===== src/prcbs_pkg.sv =====
`timescale 1ns / 1ps
`default_nettype none
// ----------------------------------------------------------------------------
// prcbs_pkg: shared definitions for the per-rank clock barrier sync block
// Types and constants used by the front end, the queue and the back end.
// ----------------------------------------------------------------------------
package prcbs_pkg;
	localparam int NUM_RANKS = 16;
	localparam int RANK_W = 4;
	localparam int WS_W = 5;
	localparam int TIME_W = 63;
	localparam int CNT_W = 32;
	localparam int DUR_W = 32;
	localparam int MASK_W = 16;
	localparam int UTIL_W = 16;
	localparam logic [TIME_W-1:0] TIME_MAX = {TIME_W{1'b1}};
	localparam logic [CNT_W-1:0] COUNT_MAX = {CNT_W{1'b1}};

	localparam logic CMD_PROCESS = 1'b0;
	localparam logic CMD_QUERY = 1'b1;

	localparam logic [3:0] KIND_COMPUTE = 4'd0;
	localparam logic [3:0] KIND_COLL_LO = 4'd1;
	localparam logic [3:0] KIND_COLL_HI = 4'd6;
	localparam logic [3:0] KIND_COMM_HI = 4'd9;

	typedef struct packed {
		logic bad_rank;
		logic query;
		logic do_sync;
		logic is_compute;
		logic is_comm;
		logic [RANK_W-1:0] rank;
		logic [NUM_RANKS-1:0] group;
		logic [DUR_W-1:0] duration;
	} job_t;

	function automatic logic [TIME_W-1:0] sat_add(input logic [TIME_W-1:0] a,
		input logic [TIME_W-1:0] b);
		logic [TIME_W:0] s;
		s = {1'b0, a} + {1'b0, b};
		return s[TIME_W] ? TIME_MAX : s[TIME_W-1:0];
	endfunction
endpackage
`default_nettype wire


===== src/prcbs_front.sv =====
`timescale 1ns / 1ps
`default_nettype none
// ----------------------------------------------------------------------------
// prcbs_front: request classifier
// Decodes a request into a job with its effective participant set.
// ----------------------------------------------------------------------------
module prcbs_front (
	input  wire logic                           clk,
	input  wire logic                           arst_n,
	input  wire logic                           in_valid,
	output logic                                in_stall,
	input  wire logic                           command,
	input  wire logic [prcbs_pkg::RANK_W-1:0]   rank,
	input  wire logic [3:0]                     kind,
	input  wire logic [prcbs_pkg::MASK_W-1:0]   group_mask,
	input  wire logic [prcbs_pkg::DUR_W-1:0]    duration,
	input  wire logic [prcbs_pkg::WS_W-1:0]     rank_limit,
	output logic                                job_valid,
	input  wire logic                           job_ready,
	output prcbs_pkg::job_t                     job
);
	logic [prcbs_pkg::WS_W-1:0] act;
	logic [prcbs_pkg::NUM_RANKS-1:0] active_m;
	prcbs_pkg::job_t next_job;
	logic full_q;
	prcbs_pkg::job_t job_q;

	always_comb begin
		act = (rank_limit > prcbs_pkg::WS_W'(prcbs_pkg::NUM_RANKS)) ?
			prcbs_pkg::WS_W'(prcbs_pkg::NUM_RANKS) : rank_limit;
		for (int i = 0; i < prcbs_pkg::NUM_RANKS; i++)
			active_m[i] = prcbs_pkg::WS_W'(i) < act;
		next_job.bad_rank = {1'b0, rank} >= act;
		next_job.query = command == prcbs_pkg::CMD_QUERY;
		next_job.do_sync = kind inside {[prcbs_pkg::KIND_COLL_LO:prcbs_pkg::KIND_COLL_HI]};
		next_job.is_compute = kind == prcbs_pkg::KIND_COMPUTE;
		next_job.is_comm = kind inside {[prcbs_pkg::KIND_COLL_LO:prcbs_pkg::KIND_COMM_HI]};
		next_job.rank = rank;
		next_job.group = (group_mask == '0) ? active_m : (group_mask & active_m);
		next_job.duration = duration;
	end

	assign in_stall = full_q && !job_ready;
	assign job_valid = full_q;
	assign job = job_q;

	always_ff @(posedge clk or negedge arst_n) begin
		if (!arst_n) begin
			full_q <= 1'b0;
		end else if (in_valid && !in_stall) begin
			full_q <= 1'b1;
		end else if (job_ready) begin
			full_q <= 1'b0;
		end
	end

	always_ff @(posedge clk) begin
		if (in_valid && !in_stall) begin
			job_q <= next_job;
		end
	end
endmodule
`default_nettype wire


===== config.mk =====
export PLATFORM = sky130hd
export DESIGN_NAME = prcbs_front
export DESIGN_NICKNAME = d
export VERILOG_FILES = /design/src/prcbs_pkg.sv /design/src/prcbs_front.sv
export SDC_FILE = /design/constraint.sdc
export NUM_CORES = 1
export LEC_CHECK = 0
export BUFFER_PORTS_ARGS = -buffer_cell sky130_fd_sc_hd__clkbuf_2
export CAP_MARGIN = 20
export CORE_MARGIN = 2
export CORE_UTILIZATION = 30
export CTS_CLUSTER_DIAMETER = 30
export DETAILED_ROUTE_END_ITERATION = 12
export HOLD_SLACK_MARGIN = 0.1
export SLEW_MARGIN = 20
export SYNTH_ARGS = -nofsm -noshare
export SYNTH_HDL_FRONTEND = slang
export SYNTH_SLANG_ARGS = --single-unit

===== constraint.sdc =====
create_clock -name clk -period 3.35 [get_ports clk]
set_input_delay 1.005 -clock clk [delete_from_list [all_inputs] [get_ports clk]]
set_output_delay 1.005 -clock clk [all_outputs]
set_load 0.01 [all_outputs]

# Word level (Yosys, flattened, before mapping)
# Cells that the tools add are included.
[word_totals]
reg_bits = 58
output_inout_bits = 59
elab_cells = 44
inputBits = 66
[op_classes]
reduce_logical = 9
muxes = 4
n_bitwise = 1
magnitude_cmp = 21
[ops]
columns = ["op", "count"]
rows = [
  ["4-bit by 5-bit < comparator with 1-bit output, first input constant", 8],
  ["3-bit by 5-bit < comparator with 1-bit output, first input constant", 4],
  ["16-bit bitwise AND", 1],
  ["16-bit logical NOT", 1],
  ["16-bit 2-to-1 mux", 1],
  ["1-bit by 5-bit < comparator with 1-bit output, first input constant", 2],
  ["2-bit by 5-bit < comparator with 1-bit output, first input constant", 2],
  ["4-bit by 5-bit greater-or-equal comparator with 1-bit output", 1],
  ["5-bit > comparator, second input constant", 1],
  ["5-bit 2-to-1 mux", 1],
  ["4-bit by 1-bit greater-or-equal comparator with 1-bit output, second input constant", 1],
  ["4-bit by 3-bit less-or-equal comparator with 1-bit output, second input constant", 1],
  ["4-bit less-or-equal comparator, second input constant", 1],
  ["1-bit logical AND", 4],
  ["4-bit logical NOT", 1],
  ["1-bit logical NOT", 2],
  ["1-bit 2-to-1 mux", 2],
  ["2-bit nonzero test", 1],
]

# Longest topological paths before layout
# Gate-level depths: netlist of the first run.
[logic_depth]
depth_word = 5
depth_mapped = 6
ltp_nobuf = 6

# Worst setup path before layout of the first run
# No wires, ideal clock.
[synth_timing]
kind = "in2reg"
startpoint = "input job_ready"
endpoint = "register job_q, in the netlist job[0], enable pin"
path_slack_ps = 437
stages = 2
required_ps = 2929
setup_time_ps = 421
t_arrival_ps = 2493
path_buffers = 0
path_cell_list = "nand2b_1 > and2_1"
[synth_between]
elab_chain_len = 4
[synth_rtl]
columns = ["element", "line", "rtl"]
rows = [
  ["start: declaration", "prcbs_front.sv:19", "input wire logic job_ready,"],
  ["1-bit logical NOT", "prcbs_front.sv:43", "assign in_stall = full_q && !job_ready;"],
  ["1-bit logical AND", "prcbs_front.sv:43", ""],
  ["1-bit logical NOT", "prcbs_front.sv:58", "if (in_valid && !in_stall) begin"],
  ["1-bit logical AND", "prcbs_front.sv:58", ""],
  ["end signal: assignment", "prcbs_front.sv:59", "job_q <= next_job;"],
  ["end: declaration", "prcbs_front.sv:26", "prcbs_pkg::job_t job_q;"],
]
# Every way passes these cells.
# A chain may end at the register's enable or synchronous reset.

# Worst setup path after layout of the first run
[layout_timing]
startpoint = "input job_ready"
endpoint = "output in_stall"
[layout_between]
elab_chain_len = 2
[layout_rtl]
columns = ["element", "line", "rtl"]
rows = [
  ["1-bit logical NOT", "prcbs_front.sv:43", ""],
  ["1-bit logical AND", "prcbs_front.sv:43", ""],
  ["end: declaration", "prcbs_front.sv:11", "output logic in_stall,"],
]
# Every way passes these cells.

==> results of run 1 <==
==> worst max-delay path, cell delays in order <==
cell      delay, ns
clkbuf_2       0.07
nand2b_1       0.16
inv_1          0.07
clkbuf_2       0.12
==> power by group <==
group	internal, W	leakage (nW)	switching [W]
Combinational	0.0000734	0.698	0.0000938
Sequential	0.000848	0.557	0.0000109
Clock	0.000261	0.0795	0.000265
Total	0.00118	1.33	0.000370
==> flip-flops by register name, summed over array words and instances (netlist names) <==
register / count
job: 57
job_valid: 1
==> cells by family after synthesis <==
| family | after synthesis |
|---|---|
| flip-flops | 58 |
| AND/OR/NAND/NOR | 43 |
| AO/OA/AOI/OAI | 22 |
| buffers and inverters | 9 |
| adder cells (fa/ha/maj) | 4 |
==> how the worst min path moves through the flow <==
stage                     startpoint        end  slack [ns]  depth (start not counted)
after floorplan            job_valid  job_valid        0.56                          2
after global placement     job_valid  job_valid        0.54                          2
after detailed placement   job_valid  job_valid        0.54                          2
after CTS                     arst_n  job_valid        0.42                          1
after global routing          arst_n  job_valid        0.42                          1
final                         arst_n  job_valid        0.45                          1
==> cell usage after synthesis, drive strengths merged <==
library cell  number
a211oi             1
o22a               4
nand2b             7
nor2              22
inv                3
a31oi              2
edfxtp            57
clkbuf             4
dfrtp              1
and4               1
and2               1
nor2b              1
nor3               2
o21a               3
o21ai              1
a21oi              8
buf                2
nor4               5
nand2              3
a21o               1
ha                 4
nand3              1
o31a               2
==> layout make-up <==
class	count	area share, %
clock inverter	6	1.10
sequential	58	56.4
clock buffer	10	4.14
tap	99	4.02
inverter	3	0.366
timing repair buffer	126	20.6
multi-input combinational	69	13.4
==> per-layer routing <==
layer / vias up / global-route usage, % / share of wire, %
li1: 779 / - / -
met1: 747 / 16.5 / 45
met2: 104 / 19.2 / 44
met3: 2 / 5.11 / 10
met4: 0 / 5.00 / 0.35
met5: - / 0 / 0
==> stage by stage <==
stage | setup WS, ns | instance area [sq um] | std cells | utilization (%) | hold slack (ns)
4_1_cts | 0.907 | 3080 | 371 | 42.9 | 0.423
5_1_grt | 0.868 | 3080 | 371 | 42.9 | 0.422
3_5_place_dp | 0.828 | 2920 | 355 | 40.7 | 0.536
6_report | 0.913 | 3080 | 371 | 42.9 | 0.446
3_3_place_gp | 0.798 | 2920 | 355 | 40.7 | 0.537
2_1_floorplan | 0.437 | 2200 | 136 | - | 0.557
==> results.sh, run 1 <==
export IMPL_ctsRootBufferMaster="clkbuf_8"
export IMPL_hold_violations=0
export IMPL_start_kind="primary input"
export IMPL_rrSetupSlack_ns=2.00
export IMPL_clockBufferDepth=2
export IMPL_seq_area_frac_synth_pct=78.8
export IMPL_die_area_sq_um=8050
export IMPL_first_pass_iters=4
export IMPL_endpoint_kind="output pin"
export IMPL_wire_per_inst_microns=13.9
export IMPL_worst_pin_slew_ns=0.552
export IMPL_slew_headroom_pct=63.2
export IMPL_layout_nets=337
export IMPL_setup_viol=0
export IMPL_syn_nets=206
export IMPL_grt_pass1_wl_mm=7.94
export IMPL_slew_violations=0
export IMPL_synth_top_family_by_area="simple AND/OR/NAND/NOR gates"
export IMPL_synth_xor_area_share_pct=0
export IMPL_dp_hpwl_mm=3.81
export IMPL_clk_insertion_delay_late_ns=0.32
export IMPL_vias=1632
export IMPL_gr_total_overflow=0
export IMPL_hp_class="primary input to async pin"
export IMPL_cp_arrival_ns=1.43
export IMPL_max_cap_viol_count=0
export IMPL_critical_path_startpoint="job_ready"
export IMPL_worst_setup_path_type="primary input to output pin"
export IMPL_layout_commonest_cell="clkbuf_2"
export IMPL_period_share_pct=72.7
export IMPL_finClkSkew_ns=0.00838
export IMPL_cts_sink_count=58
export IMPL_yosysWarningCount=0
export IMPL_drtIter0Drc=62
export IMPL_synth_largest_area_cell="edfxtp_1"
export IMPL_powerDensity_nw_per_um2=504
export IMPL_io_buffer_count=124
export IMPL_reg2reg_from="job_valid"
export IMPL_rows=31
export IMPL_ir_drop_mv=0.176
export IMPL_ios=125
export IMPL_final_cell_mix="124 x clkbuf_2, 57 x edfxtp_1, 21 x nor2_1"
export IMPL_gp_congestion=0.742
export IMPL_postCtsSetupBuffers=0
export IMPL_coreArea_sq_um=7180
export IMPL_worstPathRequired_ns=2.34
export IMPL_routed_wirelength_mm=5.15
export IMPL_rr_endpoint="job[6]"
export IMPL_die_w_microns=89.7
export IMPL_synth_compound_area_share_pct=6.92
export IMPL_cts_tree="built"
export IMPL_synthAdderAreaFrac_pct=2.27
export IMPL_cp_endpoint="in_stall"
export IMPL_avgSynthCellArea_sq_um=16.2
export IMPL_layout_drive_gt1_share_pct=53.7
export IMPL_regArea_sq_um=1740
export IMPL_grt_max_degree=32
export IMPL_r2r_cells=3
export IMPL_synth_mux_area_share_pct=0
export IMPL_hold_buffers=0
export IMPL_period_minus_slack_ns=2.44
export IMPL_synth_top_area_share_pct=77.6
export IMPL_yosys_cell_types_count=25
export IMPL_total_power_w=0.00155
export IMPL_grt_pass1_vias=1574
export IMPL_status="finished, final reports clean"
export IMPL_leakage_nw=1.33
export IMPL_vias_per_cell=4.40
export IMPL_cp_max_fo=3
export IMPL_drc=0
export IMPL_rsz0062_at_grt="false"
export IMPL_ctsResizeCount=0
export IMPL_synth_area_sq_um=2200
export IMPL_antenna_cells=0
export IMPL_syn_to_final_growth_pct=39.7
export IMPL_synthSimpleGateAreaFrac_pct=9.42
export IMPL_multiInputGateArea_sq_um=412
export IMPL_grt_total_usage_pct=12.7
export IMPL_ant_nets=0
export IMPL_setup_tns_final_ns=0
export IMPL_clkTransAtPathRegs_ns=0.07
export IMPL_nFillCells=664
export IMPL_fmax_mhz=410
export IMPL_ys_ff_latch=58
export IMPL_start_util_pct=30.7
export IMPL_syn_inst=136
export IMPL_fp_dieH_microns=89.7
export IMPL_antenna_found_initial=0
export IMPL_htreeDepth=3
export IMPL_synthTopCellsByArea="edfxtp_1 78%, nor2_1 3.6%, ha_1 2.3%"
export IMPL_cts_buffers=9
(Power assumes the default switching activity.)
==> run 2: changes to the inputs <==
clock period = 2.5 ns   (was 3.35 ns; I/O delays follow)
==> run 2 against run 1 <==
Against the previous run: global-route usage grew 0.12 points; flip-flop and latch count is the same; non-clock buffer count grew 3; sequential share of layout area shrank 0.41 points; total power grew 34%; register-to-register slack lost 0.83 ns; design area grew 0.73%; via count shrank 1.3%; clock skew shrank 0.0013 ns; critical endpoint unchanged; largest cell class unchanged.
==> results.sh, run 2 (synthesized netlist as in run 1, its figures left out) <==
export IMPL_multiInputGateArea_sq_um=412
export IMPL_start_util_pct=30.7
export IMPL_grt_busiest_layer="met2"
export IMPL_place_area_sq_um=2940
export IMPL_setup_tns_final_ns=0
export IMPL_cpMostUsedCell="clkbuf_2"
export IMPL_fmax_mhz=522
export IMPL_ant_nets=0
export IMPL_wire_per_inst_microns=13.7
export IMPL_period_share_pct=76.6
export IMPL_nFillCells=681
export IMPL_final_cell_mix="124 x clkbuf_2, 57 x edfxtp_1, 21 x nor2_1"
export IMPL_cts_buffers=9
export IMPL_hold_buffers=0
export IMPL_ctsResizeCount=0
export IMPL_grt_total_usage_pct=12.9
export IMPL_gp_congestion=0.831
export IMPL_crit_path_cell_trace="clkbuf_2, nand2b_1, inv_1, clkbuf_2"
export IMPL_hp_class="primary input to async pin"
export IMPL_cp_arrival_ns=1.17
export IMPL_cp_max_fo=3
export IMPL_holdWs_ns=0.184
export IMPL_leakage_nw=1.35
export IMPL_io_buffer_count=124
export IMPL_start_kind="primary input"
export IMPL_total_power_w=0.00208
export IMPL_ctsRootBufferMaster="clkbuf_8"
export IMPL_cts_tree="built"
export IMPL_drc=0
export IMPL_rsz0062_at_grt="false"
export IMPL_endpoint_kind="output pin"
export IMPL_slew_violations=0
export IMPL_clkTransAtPathRegs_ns=0.07
export IMPL_slowest_stage="nand2b_1"
export IMPL_die_area_sq_um=8050
export IMPL_drtIter0Drc=62
export IMPL_gr_usage_met3_pct=6.62
export IMPL_routed_wirelength_mm=5.11
export IMPL_setup_viol=0
export IMPL_period_minus_slack_ns=1.92
export IMPL_largest_register_ffs=57
export IMPL_layout_commonest_cell="clkbuf_2"
export IMPL_die_w_microns=89.7
export IMPL_syn_to_final_growth_pct=40.7
export IMPL_slew_headroom_pct=70.8
export IMPL_critPathMaxStageDelay_ns=0.16
export IMPL_dp_hpwl_mm=3.87
export IMPL_grtUsageMet2_pct=18.3
export IMPL_htreeDepth=3
export IMPL_hold_violations=0
export IMPL_grtUsageMet1_pct=16.8
export IMPL_layout_drive_gt1_share_pct=54.2
export IMPL_postCtsSetupBuffers=0
export IMPL_clockBufferDepth=2
export IMPL_antenna_found_initial=0
export IMPL_finClkSkew_ns=0.00708
export IMPL_antenna_cells=0
export IMPL_vias=1610
export IMPL_cts_sink_count=58
export IMPL_first_pass_iters=4
export IMPL_ir_drop_mv=0.225
export IMPL_gr_total_overflow=0
export IMPL_status="finished, final reports clean"
export IMPL_fp_dieH_microns=89.7
export IMPL_layout_nets=340
export IMPL_clk_insertion_delay_late_ns=0.32
export IMPL_powerDensity_nw_per_um2=671
export IMPL_ios=125
export IMPL_coreArea_sq_um=7180
export IMPL_finish_instance_area_sq_um=3100
export IMPL_regArea_sq_um=1740
export IMPL_grt_max_degree=31
export IMPL_worst_pin_slew_ns=0.435
export IMPL_worst_setup_path_type="primary input to output pin"
export IMPL_max_cap_viol_count=0
export IMPL_grt_pass1_vias=1525
export IMPL_vias_per_cell=4.30
export IMPL_worstPathRequired_ns=1.75
export IMPL_rows=31
export IMPL_grt_pass1_wl_mm=7.84
## run 2: worst max-delay path: cells and delay by family
kind	cells	cell delay (ns)
buffers and inverters	3	0.25
and+or+nand+nor	1	0.16
## run 2: metal layers
metal	wire length, microns	vias up
met3	608	5
met5	0	-
li1	-	783
met4	40	0
met2	2180	114
met1	2290	708
## run 2: worst paths after layout
| path | from | endpoint | slack, ns | depth (start not counted) |
|---|---|---|---|---|
| worst min-delay path | arst_n | job_valid | 0.18 | 1 |
| worst max register to register | job_valid | job[55] | 1.17 | 3 |
| worst max-delay path | job_ready | in_stall | 0.58 | 4 |
| max in group asynchronous | arst_n | job_valid | 2.23 | 1 |
| min in group clk | job_valid | job_valid | 0.53 | 2 |
| worst min register to register | job_valid | job_valid | 0.53 | 2 |
## run 2: layout make-up
class / instances / share of cell area, %
multi-input cells: 69 / 13.3
flip-flops and latches: 58 / 56.0
clock buffers: 10 / 4.11
repair buffers: 129 / 21.2
inverters: 3 / 0.363
clock inverters: 6 / 1.09
well taps: 99 / 3.99
## run 2: per-stage QoR
stage                     utilization [%]  worst slack, ns  instances
after CTS                            43.2            0.575        374
after detailed placement             41.0            0.328        358
after global routing                 43.2            0.543        374
final                                43.2            0.585        374
after global placement               41.0            0.354        358
after floorplan                         -            0.458        136
## run 2: power breakdown
group / internal [W] / switching (W)
logic: 0.0000996 / 0.000127
clock network: 0.000350 / 0.000355
registers: 0.00114 / 0.0000135
total: 0.00159 / 0.000495
==> run 3: changes to the inputs <==
ABC_AREA = 1   (was default)
clock period = 1.9 ns   (was 2.5 ns; I/O delays follow)
==> run 3 against run 2 <==
Against the previous run: sequential power grew 31%; global-route usage up 0.16 points; clock skew increased by 0.0015 ns; register-to-register slack worse by 0.51 ns; setup slack got worse by 0.27 ns; design area increased by 7.7%; via count increased by 12%; clock power up 50%; first-iteration DRC count fell by 19%; critical path type unchanged; largest power group unchanged.
==> results.sh, run 3 <==
export IMPL_max_cap_viol_count=0
export IMPL_rsz0062_at_grt="false"
export IMPL_fp_dieH_microns=91.6
export IMPL_rr_endpoint="job[32]"
export IMPL_syn_nets=249
export IMPL_first_pass_iters=4
export IMPL_io_buffer_count=124
export IMPL_hold_buffers=1
export IMPL_critical_path_startpoint="job_ready"
export IMPL_dp_hpwl_mm=4.11
export IMPL_period_minus_slack_ns=1.58
export IMPL_clockBufferDepth=2
export IMPL_rrSetupSlack_ns=0.66
export IMPL_ant_nets=0
export IMPL_vias_per_cell=4.23
export IMPL_grt_total_usage_pct=13.0
export IMPL_syn_inst=179
export IMPL_grt_max_degree=30
export IMPL_seq_area_frac_synth_pct=75.5
export IMPL_setup_tns_final_ns=0
export IMPL_slew_violations=0
export IMPL_worstPathRequired_ns=1.33
export IMPL_drc=0
export IMPL_synth_common_cells="57 x edfxtp_1, 35 x nand2_1, 25 x inv_1"
export IMPL_status="finished, final reports clean"
export IMPL_grt_pass1_wl_mm=8.17
export IMPL_synth_area_sq_um=2300
export IMPL_clkTransAtPathRegs_ns=0.07
export IMPL_antenna_cells=0
export IMPL_clk_insertion_delay_late_ns=0.33
export IMPL_synth_top_area_share_pct=74.4
export IMPL_powerDensity_nw_per_um2=871
export IMPL_final_util_pct=45.6
export IMPL_ctsRootBufferMaster="clkbuf_8"
export IMPL_cp_max_fo=2
export IMPL_antenna_found_initial=0
export IMPL_layout_commonest_cell="clkbuf_2"
export IMPL_synth_largest_area_cell="edfxtp_1"
export IMPL_reg2reg_from="job_valid"
export IMPL_synth_edf_count=57
export IMPL_die_area_sq_um=8380
export IMPL_leakage_nw=1.57
export IMPL_ys_ff_latch=58
export IMPL_holdWs_ns=0.415
export IMPL_cp_endpoint="in_stall"
export IMPL_ctsResizeCount=0
export IMPL_yosysMostFrequentCell="edfxtp_1"
export IMPL_wire_per_inst_microns=12.5
export IMPL_fmax_mhz=633
export IMPL_syn_to_final_growth_pct=45.4
export IMPL_largest_register_ffs=57
export IMPL_gr_total_overflow=0
export IMPL_yosys_cell_types_count=18
export IMPL_hp_class="primary input to register"
export IMPL_start_util_pct=31.4
export IMPL_endpoint_kind="output pin"
export IMPL_layoutNonFillerInstCount=426
export IMPL_yosysWarningCount=0
export IMPL_gp_congestion=0.847
export IMPL_die_w_microns=91.6
export IMPL_ir_drop_mv=0.265
export IMPL_coreArea_sq_um=7330
export IMPL_async_flop_share_pct=1.72
export IMPL_cp_arrival_ns=1.01
export IMPL_drtIter0Drc=50
export IMPL_hold_violations=0
export IMPL_r2r_cells=4
export IMPL_synthTopCellsByArea="edfxtp_1 74%, nand2_1 5.7%, inv_1 4.1%"
export IMPL_vias=1802
export IMPL_setup_viol=0
export IMPL_ios=125
export IMPL_period_share_pct=83.2
export IMPL_grt_pass1_vias=1695
export IMPL_ys_flop_type="edfxtp_1"
export IMPL_routed_wirelength_mm=5.32
export IMPL_worst_pin_slew_ns=0.314
export IMPL_slew_headroom_pct=78.8
export IMPL_postCtsSetupBuffers=0
export IMPL_dp_cells=409
export IMPL_avgSynthCellArea_sq_um=12.8
export IMPL_finClkSkew_ns=0.00856
export IMPL_layout_nets=392
export IMPL_worst_setup_path_type="primary input to output pin"
export IMPL_rows=31
export IMPL_cts_sink_count=58
export IMPL_cts_tree="built"
export IMPL_htreeDepth=3
export IMPL_cts_buffers=9
export IMPL_start_kind="primary input"
export IMPL_final_cell_mix="124 x clkbuf_2, 57 x edfxtp_1, 34 x nand2_1"
export IMPL_layout_drive_gt1_share_pct=47.7
[run 3: cell count changes after synthesis, moves of 5 or more]
| cell | delta |
|---|---|
| inv_1 | +22 |
| o21ai_0 | +5 |
| nand3_1 | +6 |
| nand4_1 | +5 |
| nor4_1 | -5 |
| nand2b_1 | -7 |
| nand2_1 | +32 |
[run 3: worst min-delay path by stage]
stage / startpoint / end / slack [ns] / depth (start not counted)
6_report: duration[18] / job[18] / 0.41 / 1
5_1_grt: duration[31] / job[31] / 0.39 / 1
4_1_cts: duration[18] / job[18] / 0.39 / 1
3_5_place_dp: arst_n / job_valid / 0.35 / 1
3_3_place_gp: arst_n / job_valid / 0.35 / 1
2_1_floorplan: arst_n / job_valid / 0.27 / 0
[run 3: worst max-delay path, stage by stage]
cell      delay, ns
clkbuf_2       0.14
inv_12         0.07
nand2_4        0.05
inv_4          0.06
clkbuf_2       0.12
[run 3: cells by family after synthesis]
kind of cell / Yosys count / share of synthesized area, %
compound gates: 22 / 5.11
fa+ha+maj: 4 / 2.18
buf+inv: 27 / 4.73
flops: 58 / 75.5
simple gates: 68 / 12.5
[run 3: final cells by class]
cell class	count	area [sq um]
tap	99	124
fill	691	3990
clock buffer	10	128
clock inverter	6	57.6
timing repair buffer	133	716
sequential	58	1740
inverter	26	113
multi-input combinational	94	469
[run 3: metal layers]
metal | wire length (microns) | GRT usage (%)
met4 | 72 | 6.06
met5 | 0 | 0
met2 | 2390 | 19.3
met3 | 641 | 4.81
met1 | 2220 | 16.8
[run 3: stage by stage]
step           area [sq um]  setup WS, ns  total power (W)
6_report               3340         0.319          0.00291
5_1_grt                3340         0.232          0.00307
4_1_cts                3340         0.316          0.00297
3_5_place_dp           3150      0.000402          0.00188
3_3_place_gp           3150        0.0285          0.00188
2_1_floorplan          2330       -0.0494          0.00169
[run 3: report_power, final]
| part | internal (W) | switching (W) | total (W) |
|---|---|---|---|
| Sequential | 0.00150 | 0.0000186 | 0.00151 |
| Combinational | 0.000145 | 0.000190 | 0.000335 |
| Clock | 0.000596 | 0.000467 | 0.00106 |
