**config.mk**
```make
export PLATFORM = sky130hd
export DESIGN_NAME = prcbs_queue
export DESIGN_NICKNAME = d
export VERILOG_FILES = /design/src/prcbs_pkg.sv /design/src/prcbs_queue.sv
export SDC_FILE = /design/constraint.sdc
export NUM_CORES = 1
export LEC_CHECK = 0
export ABC_AREA = 1
export BUFFER_PORTS_ARGS = -buffer_cell sky130_fd_sc_hd__buf_2
export CAP_MARGIN = 20
export CORE_ASPECT_RATIO = 0.6
export CORE_MARGIN = 2
export CORE_UTILIZATION = 40
export CTS_BUF_LIST = sky130_fd_sc_hd__clkbuf_16
export DETAILED_ROUTE_END_ITERATION = 8
export SETUP_SLACK_MARGIN = 0.3
export SYNTH_ARGS = -nofsm -noshare
export SYNTH_HDL_FRONTEND = slang
export SYNTH_SLANG_ARGS = --single-unit
```
**constraint.sdc**
```tcl
create_clock -name clk -period 4.6 [get_ports clk]
set_input_delay 0 -clock clk [delete_from_list [all_inputs] [get_ports clk]]
set_output_delay 0 -clock clk [all_outputs]
set_load 0.01 [all_outputs]
```
**src/prcbs_pkg.sv**
```systemverilog
`timescale 1ns / 1ps
`default_nettype none
// ----------------------------------------------------------------------------
// prcbs_pkg: shared definitions for the per-rank clock barrier sync block
// Types and constants used by the front end, the queue and the back end.
// ----------------------------------------------------------------------------
package prcbs_pkg;
	localparam int NUM_RANKS = 16;
	localparam int RANK_W = 4;
	localparam int WS_W = 5;
	localparam int TIME_W = 63;
	localparam int CNT_W = 32;
	localparam int DUR_W = 32;
	localparam int MASK_W = 16;
	localparam int UTIL_W = 16;
	localparam logic [TIME_W-1:0] TIME_MAX = {TIME_W{1'b1}};
	localparam logic [CNT_W-1:0] COUNT_MAX = {CNT_W{1'b1}};

	localparam logic CMD_PROCESS = 1'b0;
	localparam logic CMD_QUERY = 1'b1;

	localparam logic [3:0] KIND_COMPUTE = 4'd0;
	localparam logic [3:0] KIND_COLL_LO = 4'd1;
	localparam logic [3:0] KIND_COLL_HI = 4'd6;
	localparam logic [3:0] KIND_COMM_HI = 4'd9;

	typedef struct packed {
		logic bad_rank;
		logic query;
		logic do_sync;
		logic is_compute;
		logic is_comm;
		logic [RANK_W-1:0] rank;
		logic [NUM_RANKS-1:0] group;
		logic [DUR_W-1:0] duration;
	} job_t;

	function automatic logic [TIME_W-1:0] sat_add(input logic [TIME_W-1:0] a,
		input logic [TIME_W-1:0] b);
		logic [TIME_W:0] s;
		s = {1'b0, a} + {1'b0, b};
		return s[TIME_W] ? TIME_MAX : s[TIME_W-1:0];
	endfunction
endpackage
`default_nettype wire

```
**src/prcbs_queue.sv**
```systemverilog
`timescale 1ns / 1ps
`default_nettype none
// ----------------------------------------------------------------------------
// prcbs_queue: job queue
// A two-entry queue between the classifier and the executor.
// ----------------------------------------------------------------------------
module prcbs_queue (
	input  wire logic            clk,
	input  wire logic            arst_n,
	input  wire logic            wr_valid,
	output logic                 wr_ready,
	input  wire prcbs_pkg::job_t wr_job,
	output logic                 rd_valid,
	input  wire logic            rd_ready,
	output prcbs_pkg::job_t      rd_job
);
	prcbs_pkg::job_t mem_q [2];
	logic wp_q, rp_q;
	logic [1:0] cnt_q;
	logic wr, rd;

	assign wr_ready = cnt_q != 2'd2;
	assign rd_valid = cnt_q != 2'd0;
	assign wr = wr_valid && wr_ready;
	assign rd = rd_valid && rd_ready;
	assign rd_job = mem_q[rp_q];

	always_ff @(posedge clk or negedge arst_n) begin
		if (!arst_n) begin
			wp_q <= 1'b0;
			rp_q <= 1'b0;
			cnt_q <= 2'd0;
		end else begin
			if (wr) wp_q <= !wp_q;
			if (rd) rp_q <= !rp_q;
			cnt_q <= cnt_q + {1'b0, wr} - {1'b0, rd};
		end
	end

	always_ff @(posedge clk) begin
		if (wr) begin
			mem_q[wp_q] <= wr_job;
		end
	end
endmodule
`default_nettype wire

```
Word-level counts from Yosys, hierarchy flattened
Memories as Yosys holds them, arrays and structs flattened.
Cells that the tools add are included.
- add/subtract/negate cells: 2
- eq/ne operators: 1
- multiplexer cells: 2
- reductions and logical operators: 5
- operators by type and width (operator ; number):
    adder 2 x 1 -> 2 bit ; 1
    logical AND 1 bit ; 2
    logical NOT 1 bit ; 2
    two-way mux 1 bit ; 2
    != test 2 bit (second input constant) ; 1
    nonzero test 2 bit ; 1
    subtractor 2 x 1 -> 2 bit ; 1
- bits in registers: 4
- memory bits (writable): 114
- input bits: 61
- output and inout bits: 59
- logic and storage cells: 14
- memories: 1
- memory list (memory ; words ; width ; read ports ; clocked after memory_dff ; write ports ; RTL line ; source):
    mem_q ; 2 ; 57 ; 1 ; 0 ; 1 ; prcbs_queue.sv:17 ; prcbs_pkg::job_t mem_q [2];

Longest topological paths before layout
Gate-level depths: netlist of run 1.
- depth in word-level cells: 4
- mapped depth: 12
- depth with buffers taken out: 12

Least setup slack after synthesis of run 1
OpenSTA, ideal clock, no wires.
- path kind: register to register
- from: reg cnt_q[1]
- to: mem mem_q[1][0] in the netlist's numbering (enable)
- setup time: 0.473 ns
- data arrival time: 3.107 ns
- data required time: 4.127 ns
- path slack: 1.020 ns
- stages on the path, launching flop included: 4
- path buffers: 0
- period minus slack after synthesis: 3.580 ns
- cells stage by stage: dfrtp_1 nand2_1 nand2_1 nor2_1
- cells in the longest elaborated chain, start to end: 4
- ends and longest elaborated chain (element ; RTL line ; source):
    start: declaration ; prcbs_queue.sv:19 ; logic [1:0] cnt_q;
    start signal: assignment ; prcbs_queue.sv:36 ; cnt_q <= cnt_q + {1'b0, wr} - {1'b0, rd};
    != test 2 bit ; prcbs_queue.sv:22 ; assign wr_ready = cnt_q != 2'd2;
    named net wr_ready ; prcbs_queue.sv:11 ; output logic wr_ready,
    logical AND 1 bit ; prcbs_queue.sv:24 ; assign wr = wr_valid && wr_ready;
    two-way mux 1 bit ; prcbs_queue.sv:41 ; if (wr) begin
    two-way mux 1 bit (not written as such) ; prcbs_queue.sv:42 ; mem_q[wp_q] <= wr_job;
    end: declaration ; prcbs_queue.sv:17 ;
The timed path passes the listed nets, and every way through them passes these cells.

Worst setup path after layout of run 1
- from: reg cnt_q[1]
- to: mem mem_q[1][20] in the netlist's numbering (enable)
- cells in the longest elaborated chain, start to end: 4
- ends and longest elaborated chain (element ; RTL line):
    != test 2 bit ; prcbs_queue.sv:22
    logical AND 1 bit ; prcbs_queue.sv:24
    two-way mux 1 bit ; prcbs_queue.sv:41
    two-way mux 1 bit (not written as such) ; prcbs_queue.sv:42
No other way between the ends.

==> impl_results.md, run 1 <==
- Core ar.: around 11000 µm²
- # Max-Cap Violations: 0
- Distinct cell type count after synthesis: 14
- Most frequent cells after synthesis: nand2_1 (180), edfxtp_1 (114), inv_1 (7)
- Hold_sp: wr_job[41]
- CP Cell Sequence: nand2_1 > nand2_1 > nor2_4 > buf_4
- GRT Total Usage: 0.1650
- Crit start category: register
- Crit path top cell by count: nand2_1
- Setup ws final: ~2.2 ns
- Worst Path Buf+Inv: 1
- Pwr dens: 610.5 nW/µm²
- Worst Path Max Fanout: 34
- XOR/XNOR share of the synthesized area: 0.002007
- Hold Path Sink: mem_q[0][41]$_DFFE_PP_
- Hold_buf cts: between 60 and 70
- Number of port buffers: between 100 and 150
- Post-CTS Setup Bufs: 0
- Post-Place Setup Slack: between 2 and 2.5 ns
- Final hold violation count: 0
- Leak: 2.714 nW
- CTS Sinks: about 120
- Top Family by Delay on Critical Path: simple AND/OR/NAND/NOR gates
- WP data required: about 4.7 ns
- Main flop type after synthesis: edfxtp_1
- FFs w/ async S/R, synth: 0.03390
- WHS Path Cells: 2
- Synth Area in Simple Gates: 0.1615
- Layout cells sized above 1: 0.2763
- Yosys warnings: 0
- Avg Inst Size Synth: between 10 and 15 µm²
- Initial core utilization: 0.4118
- Total Power: between 3 and 4 mW
- Routed len/inst: around 14 µm
- CTS root buf: clkbuf_16
- Setup violations, final: 0
- Sequential area share after synthesis: 0.8076
- TritonCTS clock tree: built
- CTS Buffer Depth: 2
- Rows: 29
- Fillers: 886
- H-tree levels: 4
- Fin Clk Skew: about 0.0060 ns
- Seq cells post-synth: approximately 120
- Path depth of the worst reg2reg path: 4
- Avg Vias per Cell: about 4.4
- PostCTS Resize Cnt: 0
- Post-Syn Area: about 4400 µm²
- I/O pin total: 120
- Reg-to-reg setup timing slack: approximately 2.2 ns
- Worst-path clk slew: approximately 0.050 ns
- Die Area: ~12000 µm²
- Clock Latency Late Sink: a little over 0.4 ns
- Worst Setup End Kind: register
- CP max stage cell: nor2_4
- Worst-margin pin slew: ~1.0 ns
- Nets: 582
- Number of synthesized flops with an enable pin: between 100 and 150
- Diode count: 0
- Routed via count: ~3000
- Synth Instances: between 300 and 400
- Largest family of logic cells by synthesized area: simple AND/OR/NAND/NOR gates
- Peak VDD IR: approximately 0.31 mV
- Slew HR: 0.3314
- Part of the cycle the worst path needs: 0.5172
- DIE WIDTH: approximately 140 µm
- Top cells by area, synth: edfxtp_1 (78%), nand2_1 (15%), dfrtp_1 (2.3%)
- Antenna Nets Post-Route: 0
- DP Wirelength: about 5500 µm
- Initial drt markers: roughly 150
- Synth area leader: edfxtp_1
- Critical Path AT: between 2 and 2.5 ns
- Residual DRC count: 0
- Slew Limit Fails: 0
- Largest net degree at the start of global routing: 59
- Min-Delay Path Class: primary input to register
- Fmax: ~0.42 GHz
- Critical path class: register to register
- Most common cell in the netlist: nand2_1
- Layout area overhead: 42.33%
- First-pass GRT wire length: approximately 14000 µm
- Vias in the first global route: 2926
- Routed Wire Length: ~9400 µm
- DRT Pass-1 Iters: 4
- Outcome: finished, final reports clean
- Total negative slack: 0 ns
- Die height: about 85 µm
- Tmin final: between 2 and 2.5 ns
- Synth top area share: 0.7846
- Syn nets: ~390
- RSZ-0062 raised after global routing: false
- Synth Area in Adders: 0.002868
- Initial antenna violation count: 0
- Reg2reg end: mem_q[1][20]$_DFFE_PP_
- Cts bufs inserted: 17
- Reg2reg start: cnt_q[1]$_DFF_PN0_
- RD Place Congestion: just over 0.7
- Synth Area in Compound Gates: 0.002294
- Max incr delay on CP: a little over 0.8 ns
- GRT overflow: 0
- Mux cell area share after synthesis: 0
[sequential cells by signal, indices dropped and copies added, names as in the netlist]
| signal | flops |
|---|---|
| rp_q | 1 |
| wp_q | 1 |
| cnt_q | 2 |
| mem_q | 114 |
[per-layer routing]
metal / up-vias / share of wire / track usage
met5: - / 0 / 0
met4: 0 / 0.0096 / 0.07163
met3: 12 / 0.061 / 0.04966
met2: 96 / 0.46 / 0.2553
met1: 1353 / 0.47 / 0.2204
li1: 1490 / - / -
[report_power, final]
part / switching [mW] / internal, mW
Sequential: 0.0611 / 1.47
Clock: 0.409 / 0.655
Combinational: 0.789 / 0.404
Total: 1.26 / 2.53
[worst register-to-register path, delay by kind of cell (launching register included)]
kind / cells / cell delay [ns]
buffers and inverters: 1 / 0.48
DFF: 1 / 0.41
and+or+nand+nor: 3 / 1.14
[how the worst max path moves through the flow]
stage,cells after the start,from,slack [ns],to
global route,5,cnt_q[0]$_DFF_PN0_,2.02,mem_q[1][15]$_DFFE_PP_
global placement,4,cnt_q[1]$_DFF_PN0_,2.27,mem_q[1][18]$_DFFE_PP_
detailed placement,4,cnt_q[1]$_DFF_PN0_,2.18,mem_q[1][18]$_DFFE_PP_
CTS,4,cnt_q[1]$_DFF_PN0_,2.17,mem_q[1][23]$_DFFE_PP_
finish,4,cnt_q[1]$_DFF_PN0_,2.22,mem_q[1][20]$_DFFE_PP_
floorplan,3,cnt_q[1]$_DFF_PN0_,1.02,mem_q[1][0]$_DFFE_PP_
[final cells by class]
type / count / area, µm² / area share
clock inverter: 14 / 56.30 / 0.009067
clock buffer: 17 / 425.4 / 0.06851
timing repair buffer: 184 / 1249 / 0.2011
multi-input combinational: 191 / 750.7 / 0.1209
sequential: 118 / 3525 / 0.5676
tap: 139 / 173.9 / 0.02801
inverter: 8 / 30.03 / 0.004836
[cells by family (layout without fill, tap and decap cells)]
kind of cell    count (synthesis)  count (layout)
fa+ha+maj                       1               1
compound gates                  2               2
xor+xnor                        1               1
buf+inv                        20             223
simple gates                  187             187
flops                         118             118
[through the flow]
stage,area (µm²),util,std cells,hold WS (ns)
after floorplan,4363,-,329,-0.2956
after global placement,5097,0.4811,578,-0.1874
after detailed placement,5097,0.4811,578,-0.1884
after CTS,6190,0.5842,670,0.2958
after global routing,6210,0.5861,671,0.3093
final,6210,0.5861,671,0.3169
[layout by cell type, fill, tap and decap left out]
cell	n
dlygate4sd3_1	61
o21ai_0	1
xor2_1	1
buf_12	1
dfrtp_2	1
buf_2	119
a21oi_1	1
edfxtp_1	114
inv_2	1
clkbuf_16	17
buf_4	3
ha_1	1
nor2_1	3
clkinv_2	3
clkinv_1	6
nor2_4	2
inv_1	12
dfrtp_1	3
nand2_1	180
nand3_1	2
Power figures use the tool's default switching activity.
==> run 2, diff against run 1 <==
Settings changed: ABC_AREA 1 to 0.
Clock period 4.6 ns to 2.5 ns, I/O delays scaled along.
==> impl_results.md, run 2 <==
- Residual DRC count: 0 (unchanged)
- Slew HR: 0.6490 (+0.3176)
- Avg Vias per Cell: 4.514 (+2.6%)
- Setup violations, final: 0 (unchanged)
- DRT Pass-1 Iters: 4 (unchanged)
- Avg Inst Size Synth: 21.77 µm² (+64%)
- Initial core utilization: 0.4104 (-0.001429)
- Vias in the first global route: 2676 (-8.5%)
- Post-CTS Setup Bufs: 0 (unchanged)
- Number of port buffers: 119 (unchanged)
- Largest registers: mem_q (114), cnt_q (2)
- Clock Latency Late Sink: 0.40 ns (about the same)
- DP Wirelength: 4947 µm (-9.7%)
- Worst-path clk slew: 0.06 ns (about the same)
- Routed Wire Length: 8231 µm (-12%)
- DIE WIDTH: 138.4 µm (-0.33%)
- Top cells by area, synth: edfxtp_1 (79%), mux2_2 (15%), dfrtp_1 (2.3%)
- I/O pin total: 120 (unchanged)
- Post-Syn Area: 4333 µm² (-0.69%)
- Initial drt markers: 116 (-24%)
- Fmax: around 0.5 GHz
- Largest net degree at the start of global routing: 39 (-34%)
- Max FFs per register: 114 (unchanged)
- Die height: 84.62 µm (-0.32%)
- Largest register by flop count: mem_q
- Min-Delay Path Class: primary input to register
- H-tree levels: 4 (unchanged)
- Worst-margin pin slew: 0.5265 ns (-0.4740 ns)
- Tmin final: approximately 2.0 ns
- Syn nets: 261 (-33%)
- Routed len/inst: 14.99 µm (+7.6%)
- CTS Sinks: 118 (unchanged)
- CTS root buf: clkbuf_16
- Total negative slack: 0 ns (unchanged)
- Diode count: 0 (unchanged)
- Worst Path Max Fanout: 38 (+12%)
- Most frequent cells after synthesis: edfxtp_1 (114), mux2_2 (56), dfrtp_1 (4)
- Pwr dens: 1151 nW/µm² (+88%)
- Critical path class: register to output port
- Sequential area share after synthesis: 0.8132 (+0.005597)
- Initial antenna violation count: 0 (unchanged)
- Synth area leader: edfxtp_1
- Cts bufs inserted: 17 (unchanged)
- Yosys warnings: 0 (unchanged)
- Layout area overhead: 46.72%
- Fin Clk Skew: 0.007524 ns (+0.001497 ns)
- Nets: 459 (-21%)
- Hold slack: 0.3154 ns (-0.001502 ns)
- Crit start category: register
- Leading cell type in the layout, fill and taps excluded: buf_2
- Worst Setup End Kind: output port
- Seq cells post-synth: 118 (unchanged)
- Critical Path AT: 1.95 ns (-0.49 ns)
- Main flop type after synthesis: edfxtp_1
- Die Area: 11710 µm² (-0.66%)
- Seq. cell area: 3525 µm² (unchanged)
- Routed via count: 2478 (-16%)
- Leak: 2.430 nW (-10%)
- RD Place Congestion: 0.7240 (-0.21%)
- TritonCTS clock tree: built
- Part of the cycle the worst path needs: 0.7806
- Outcome: finished, final reports clean
- CTS Buffer Depth: 2 (unchanged)
- Commonest non-fill, non-tap cells in the layout: buf_2 (119), edfxtp_1 (114), dlygate4sd3_1 (61)
- Rows: 29 (unchanged)
- Number of synthesized flops with an enable pin: 114 (unchanged)
- Peak VDD IR: 0.5883 mV (+88%)
- Antenna Nets Post-Route: 0 (unchanged)
- First-pass GRT wire length: 13050 µm (-9.6%)
- GRT Total Usage: 0.1494 (-0.01560)
- Distinct cell type count after synthesis: 20 (+6)
- Most common cell in the netlist: edfxtp_1
- GRT overflow: 0 (unchanged)
- Fillers: 806 (-9.0%)
- # Max-Cap Violations: 0 (unchanged)
- Layout cells sized above 1: 0.5293 (+0.2530)
- RSZ-0062 raised after global routing: false
- Multi-input logic area: 772.0 µm² (+2.8%)
- WP data required: 2.50 ns (-2.17 ns)
- Synth top area share: 0.7901 (+0.005438)
- FFs w/ async S/R, synth: 0.03390 (unchanged)
- Slew Limit Fails: 0 (unchanged)
- Synth Instances: 199 (-40%)
- Core ar.: 10560 µm² (-0.34%)
- Final hold violation count: 0 (unchanged)
## run 2: changes by cell type in the layout (fill, tap and decap cells not counted), moves of 3 or more
cell and change:
clkinv_1 -6, clkinvlp_4 +3, bufinv_16 +4, nand2_1 -178
inv_1 -12, clkinv_4 +5, xnor2_1 +3, mux2_2 +56
## run 2: layout make-up
cell class	count	area share
clock buffers	17	0.06692
clock inverters	15	0.03228
multi-input cells	75	0.1214
flip-flops and latches	118	0.5544
well taps	139	0.02736
repair buffers	185	0.1976
## run 2: path summary, 6_finish.rpt
path | start | end | slack, ns | cells after the start
setup / recovery | rp_q$_DFFE_PN0P_ | rd_job[8] | 0.55 | 3
hold / removal | wr_job[39] | mem_q[0][39]$_DFFE_PP_ | 0.32 | 2
setup reg to reg | cnt_q[0]$_DFF_PN0_ | mem_q[0][21]$_DFFE_PP_ | 0.89 | 4
hold reg to reg | wp_q$_DFFE_PN0P_ | wp_q$_DFFE_PN0P_ | 0.55 | 1
max in group asynchronous | arst_n | rp_q$_DFFE_PN0P_ | 1.84 | 3
min in group asynchronous | arst_n | cnt_q[0]$_DFF_PN0_ | 0.48 | 3
## run 2: critical path, stage by stage, from the launching register on
cell and delay [ns]:
dfrtp_2 0.70, buf_12 0.30, mux2_2 0.37, buf_2 0.14
## run 2: per-layer routing
layer | share of wire | vias up | track usage
met4 | 0.017 | 0 | 0.06957
li1 | - | 1187 | -
met5 | 0 | - | 0
met2 | 0.46 | 93 | 0.2345
met3 | 0.090 | 13 | 0.07017
met1 | 0.44 | 1185 | 0.1770
## run 2: kinds of logic (layout without fill, tap and decap cells)
family / after synthesis / count (layout) / share of synthesized area
flops: 118 / 118 / 0.8132
mux: 57 / 57 / 0.1481
simple gates: 11 / 11 / 0.01386
buf+inv: 6 / 217 / 0.01039
compound gates: 3 / 3 / 0.005486
xor+xnor: 3 / 3 / 0.006065
fa+ha+maj: 1 / 1 / 0.002887
## run 2: metrics by stage
stage / total power [mW] / std cells / setup WS (ns) / utilization / area [µm²]
3_5_place_dp: 4.789 / 456 / 0.8867 / 0.4845 / 5116
4_1_cts: 7.409 / 549 / 0.5191 / 0.6021 / 6357
2_1_floorplan: 4.066 / 199 / 0.5166 / - / 4340
3_3_place_gp: 4.763 / 456 / 0.9187 / 0.4845 / 5116
6_report: 7.315 / 549 / 0.5485 / 0.6021 / 6357
5_1_grt: 7.679 / 549 / 0.4714 / 0.6021 / 6357
## run 2: power by group
group          switching, mW  total (mW)  internal (mW)
clock network          0.848        2.52           1.67
logic                  0.974        1.91          0.933
registers              0.181        2.89           2.71
total                   2.00        7.32           5.31
## run 2: timing repair
action	4_1_cts	5_1_grt
hold buffers	61	0
hold endpoints to repair	120	0
resized for setup	0	0
==> run 3, diff against run 2 <==
Settings changed: ABC_AREA 0 to 1.
Clock period 2.5 ns to 2 ns, I/O delays scaled along.
==> impl_results.md, run 3 (synthesized netlist as in run 1, its figures left out) <==
- Commonest non-fill, non-tap cells in the layout: nand2_1 (178), buf_2 (119), edfxtp_1 (114)
- Post-route cell area: 6389 µm² (+0.49%)
- Layout area overhead: 46.43%
- Diode count: 0 (unchanged)
- Largest net degree at the start of global routing: 58 (+49%)
- WHS Path Cells: 2 (unchanged)
- Max FFs per register: 114 (unchanged)
- Routed Wire Length: 9636 µm (+17%)
- Die Area: 11790 µm² (+0.66%)
- Part of the cycle the worst path needs: 0.7971
- Worst Path Buf+Inv: 2 (unchanged)
- Worst-path clk slew: 0.06 ns (about the same)
- Initial antenna violation count: 0 (unchanged)
- Routed via count: 3020 (+22%)
- RSZ-0062 raised after global routing: false
- Reg2reg end: cnt_q[1]$_DFF_PN0_
- RD Place Congestion: 0.8254 (+14%)
- Largest register by flop count: mem_q
- Core ar.: 10600 µm² (+0.34%)
- Multi-input logic area: 760.7 µm² (-1.5%)
- Leak: 2.756 nW (+13%)
- Initial drt markers: 234 (+100%)
- Post-CTS Setup Bufs: 0 (unchanged)
- Fmax: between 0.6 and 0.7 GHz
- Seq. cell area: 3525 µm² (unchanged)
- Reg2reg start: cnt_q[0]$_DFF_PN0_
- Hold_sp: wr_job[27]
- Final hold violation count: 0 (unchanged)
- CP Cell Sequence: buf_6 > nand2_1 > nand2_1 > buf_2
- Layout cells sized above 1: 0.3017 (-0.2276)
- Nets: 586 (+28%)
- Antenna Nets Post-Route: 0 (unchanged)
- Slew Limit Fails: 0 (unchanged)
- Clock Latency Late Sink: 0.40 ns (about the same)
- # Max-Cap Violations: 0 (unchanged)
- Dpl cell area: 5182 µm² (+1.3%)
- Leading cell type in the layout, fill and taps excluded: nand2_1
- CTS Buffer Depth: 2 (unchanged)
- Initial core utilization: 0.4118 (+0.001429)
- Number of port buffers: 119 (unchanged)
- Worst-margin pin slew: 0.4560 ns (-0.07047 ns)
- CTS Sinks: 118 (unchanged)
- GRT Total Usage: 0.1701 (+0.02073)
- WP data required: 2.00 ns (-0.50 ns)
- Critical Path AT: 1.59 ns (-0.36 ns)
- Top Family by Delay on Critical Path: buffers and inverters
- Residual DRC count: 0 (unchanged)
- Crit start category: register
- Largest registers: mem_q (114), cnt_q (2)
- Die height: 84.90 µm (+0.32%)
- Cts bufs inserted: 17 (unchanged)
- H-tree levels: 4 (unchanged)
- Rows: 29 (unchanged)
- Tmin final: 1.594 ns
- DIE WIDTH: 138.8 µm (+0.34%)
- Hold slack: 0.3210 ns (+0.005618 ns)
- GRT overflow: 0 (unchanged)
- Worst Path Max Fanout: 57 (+50%)
- Hold Path Sink: mem_q[1][27]$_DFFE_PP_
- Max incr delay on CP: 0.40 ns (-0.30 ns)
- First-pass GRT wire length: 15200 µm (+17%)
- Fillers: 857 (+6.3%)
- I/O pin total: 120 (unchanged)
- Peak VDD IR: 0.8690 mV (+48%)
- Routed len/inst: 14.25 µm (-4.9%)
- CP max stage cell: buf_6
- Pwr dens: 1462 nW/µm² (+27%)
- Worst Setup End Kind: output port
- Total Power: 9.340 mW (+28%)
- Avg Vias per Cell: 4.467 (-1.0%)
- DP Wirelength: 6016 µm (+22%)
- Critical path class: register to output port
- Min-Delay Path Class: primary input to register
- Fin Clk Skew: 0.006687 ns (-0.0008369 ns)
- Crit path top cell by count: nand2_1
- Reg-to-reg setup timing slack: 0.48 ns (-0.41 ns)
- CTS root buf: clkbuf_16
- Setup violations, final: 0 (unchanged)
- Slew HR: 0.6960 (+0.04698)
- Total negative slack: 0 ns (unchanged)
- Outcome: finished, final reports clean
- Vias in the first global route: 3005 (+12%)
- Path depth of the worst reg2reg path: 11 (+7)
- TritonCTS clock tree: built
- DRT Pass-1 Iters: 4 (unchanged)
## run 3: cell types whose count changed in the layout (fill, tap and decap cells not counted), sizes merged, moves of 2 or more
cell      previous run  this run
nand2                2       180
mux2                57         0
inv                  1         9
clkinvlp             3         7
buf                124       127
clkinv               7         4
xnor2                3         0
nor2                 3         5
## run 3: worst register-to-register path, cell delays in order (launching register included)
cell     delay, ns
dfrtp_1       0.41
inv_1         0.08
nand2_2       0.10
nand2_4       0.13
nand2_1       0.09
nand2_1       0.08
ha_1          0.18
nand2_1       0.08
nand2_1       0.11
inv_1         0.05
nand2_1       0.06
nand2_1       0.05
## run 3: cell type report
type | instances | area share
Clock buffer | 17 | 0.06659
Clock inverter | 15 | 0.02566
Inverter | 8 | 0.005092
Multi-Input combinational cell | 191 | 0.1191
Sequential cell | 118 | 0.5517
Tap cell | 139 | 0.02722
Timing Repair Buffer | 188 | 0.2047
## run 3: through the flow
step	instances	setup slack, ns	util
2_1_floorplan	329	0.08203	-
3_3_place_gp	583	0.5766	0.4891
3_5_place_dp	583	0.5194	0.4891
4_1_cts	676	0.3804	0.6030
5_1_grt	676	0.3033	0.6030
6_report	676	0.4058	0.6030
## run 3: how the worst max path moves through the flow
stage | from | end | slack [ns] | depth (start not counted)
2_1_floorplan | cnt_q[0]$_DFF_PN0_ | mem_q[1][0]$_DFFE_PP_ | 0.08 | 4
3_3_place_gp | cnt_q[0]$_DFF_PN0_ | mem_q[0][48]$_DFFE_PP_ | 0.58 | 5
3_5_place_dp | cnt_q[0]$_DFF_PN0_ | mem_q[0][50]$_DFFE_PP_ | 0.52 | 5
4_1_cts | rp_q$_DFFE_PN0P_ | rd_job[41] | 0.38 | 5
5_1_grt | rp_q$_DFFE_PN0P_ | rd_job[38] | 0.30 | 5
6_report | rp_q$_DFFE_PN0P_ | rd_job[4] | 0.41 | 4
## run 3: where the power goes
part	switching, mW	leakage, nW	internal [mW]
Clock	1.03	0.269	1.94
Sequential	0.154	1.10	3.38
Combinational	1.84	1.38	1.01
## run 3: per-layer routing
| metal | track usage | wire length, µm | part of all wire | vias to the layer above |
|---|---|---|---|---|
| met3 | 0.05305 | 645 | 0.067 | 10 |
| met4 | 0.05785 | 112 | 0.012 | 0 |
| li1 | - | - | - | 1495 |
| met2 | 0.2526 | 4185 | 0.43 | 96 |
| met1 | 0.2414 | 4692 | 0.49 | 1419 |
| met5 | 0 | 0 | 0 | - |
## run 3: timing repair
item / 4_1_cts / 5_1_grt
resized for setup: 2 / 0
hold buffers: 61 / 0
endpoints found under the setup margin: 36 / 0
endpoints found under the hold margin: 121 / 0
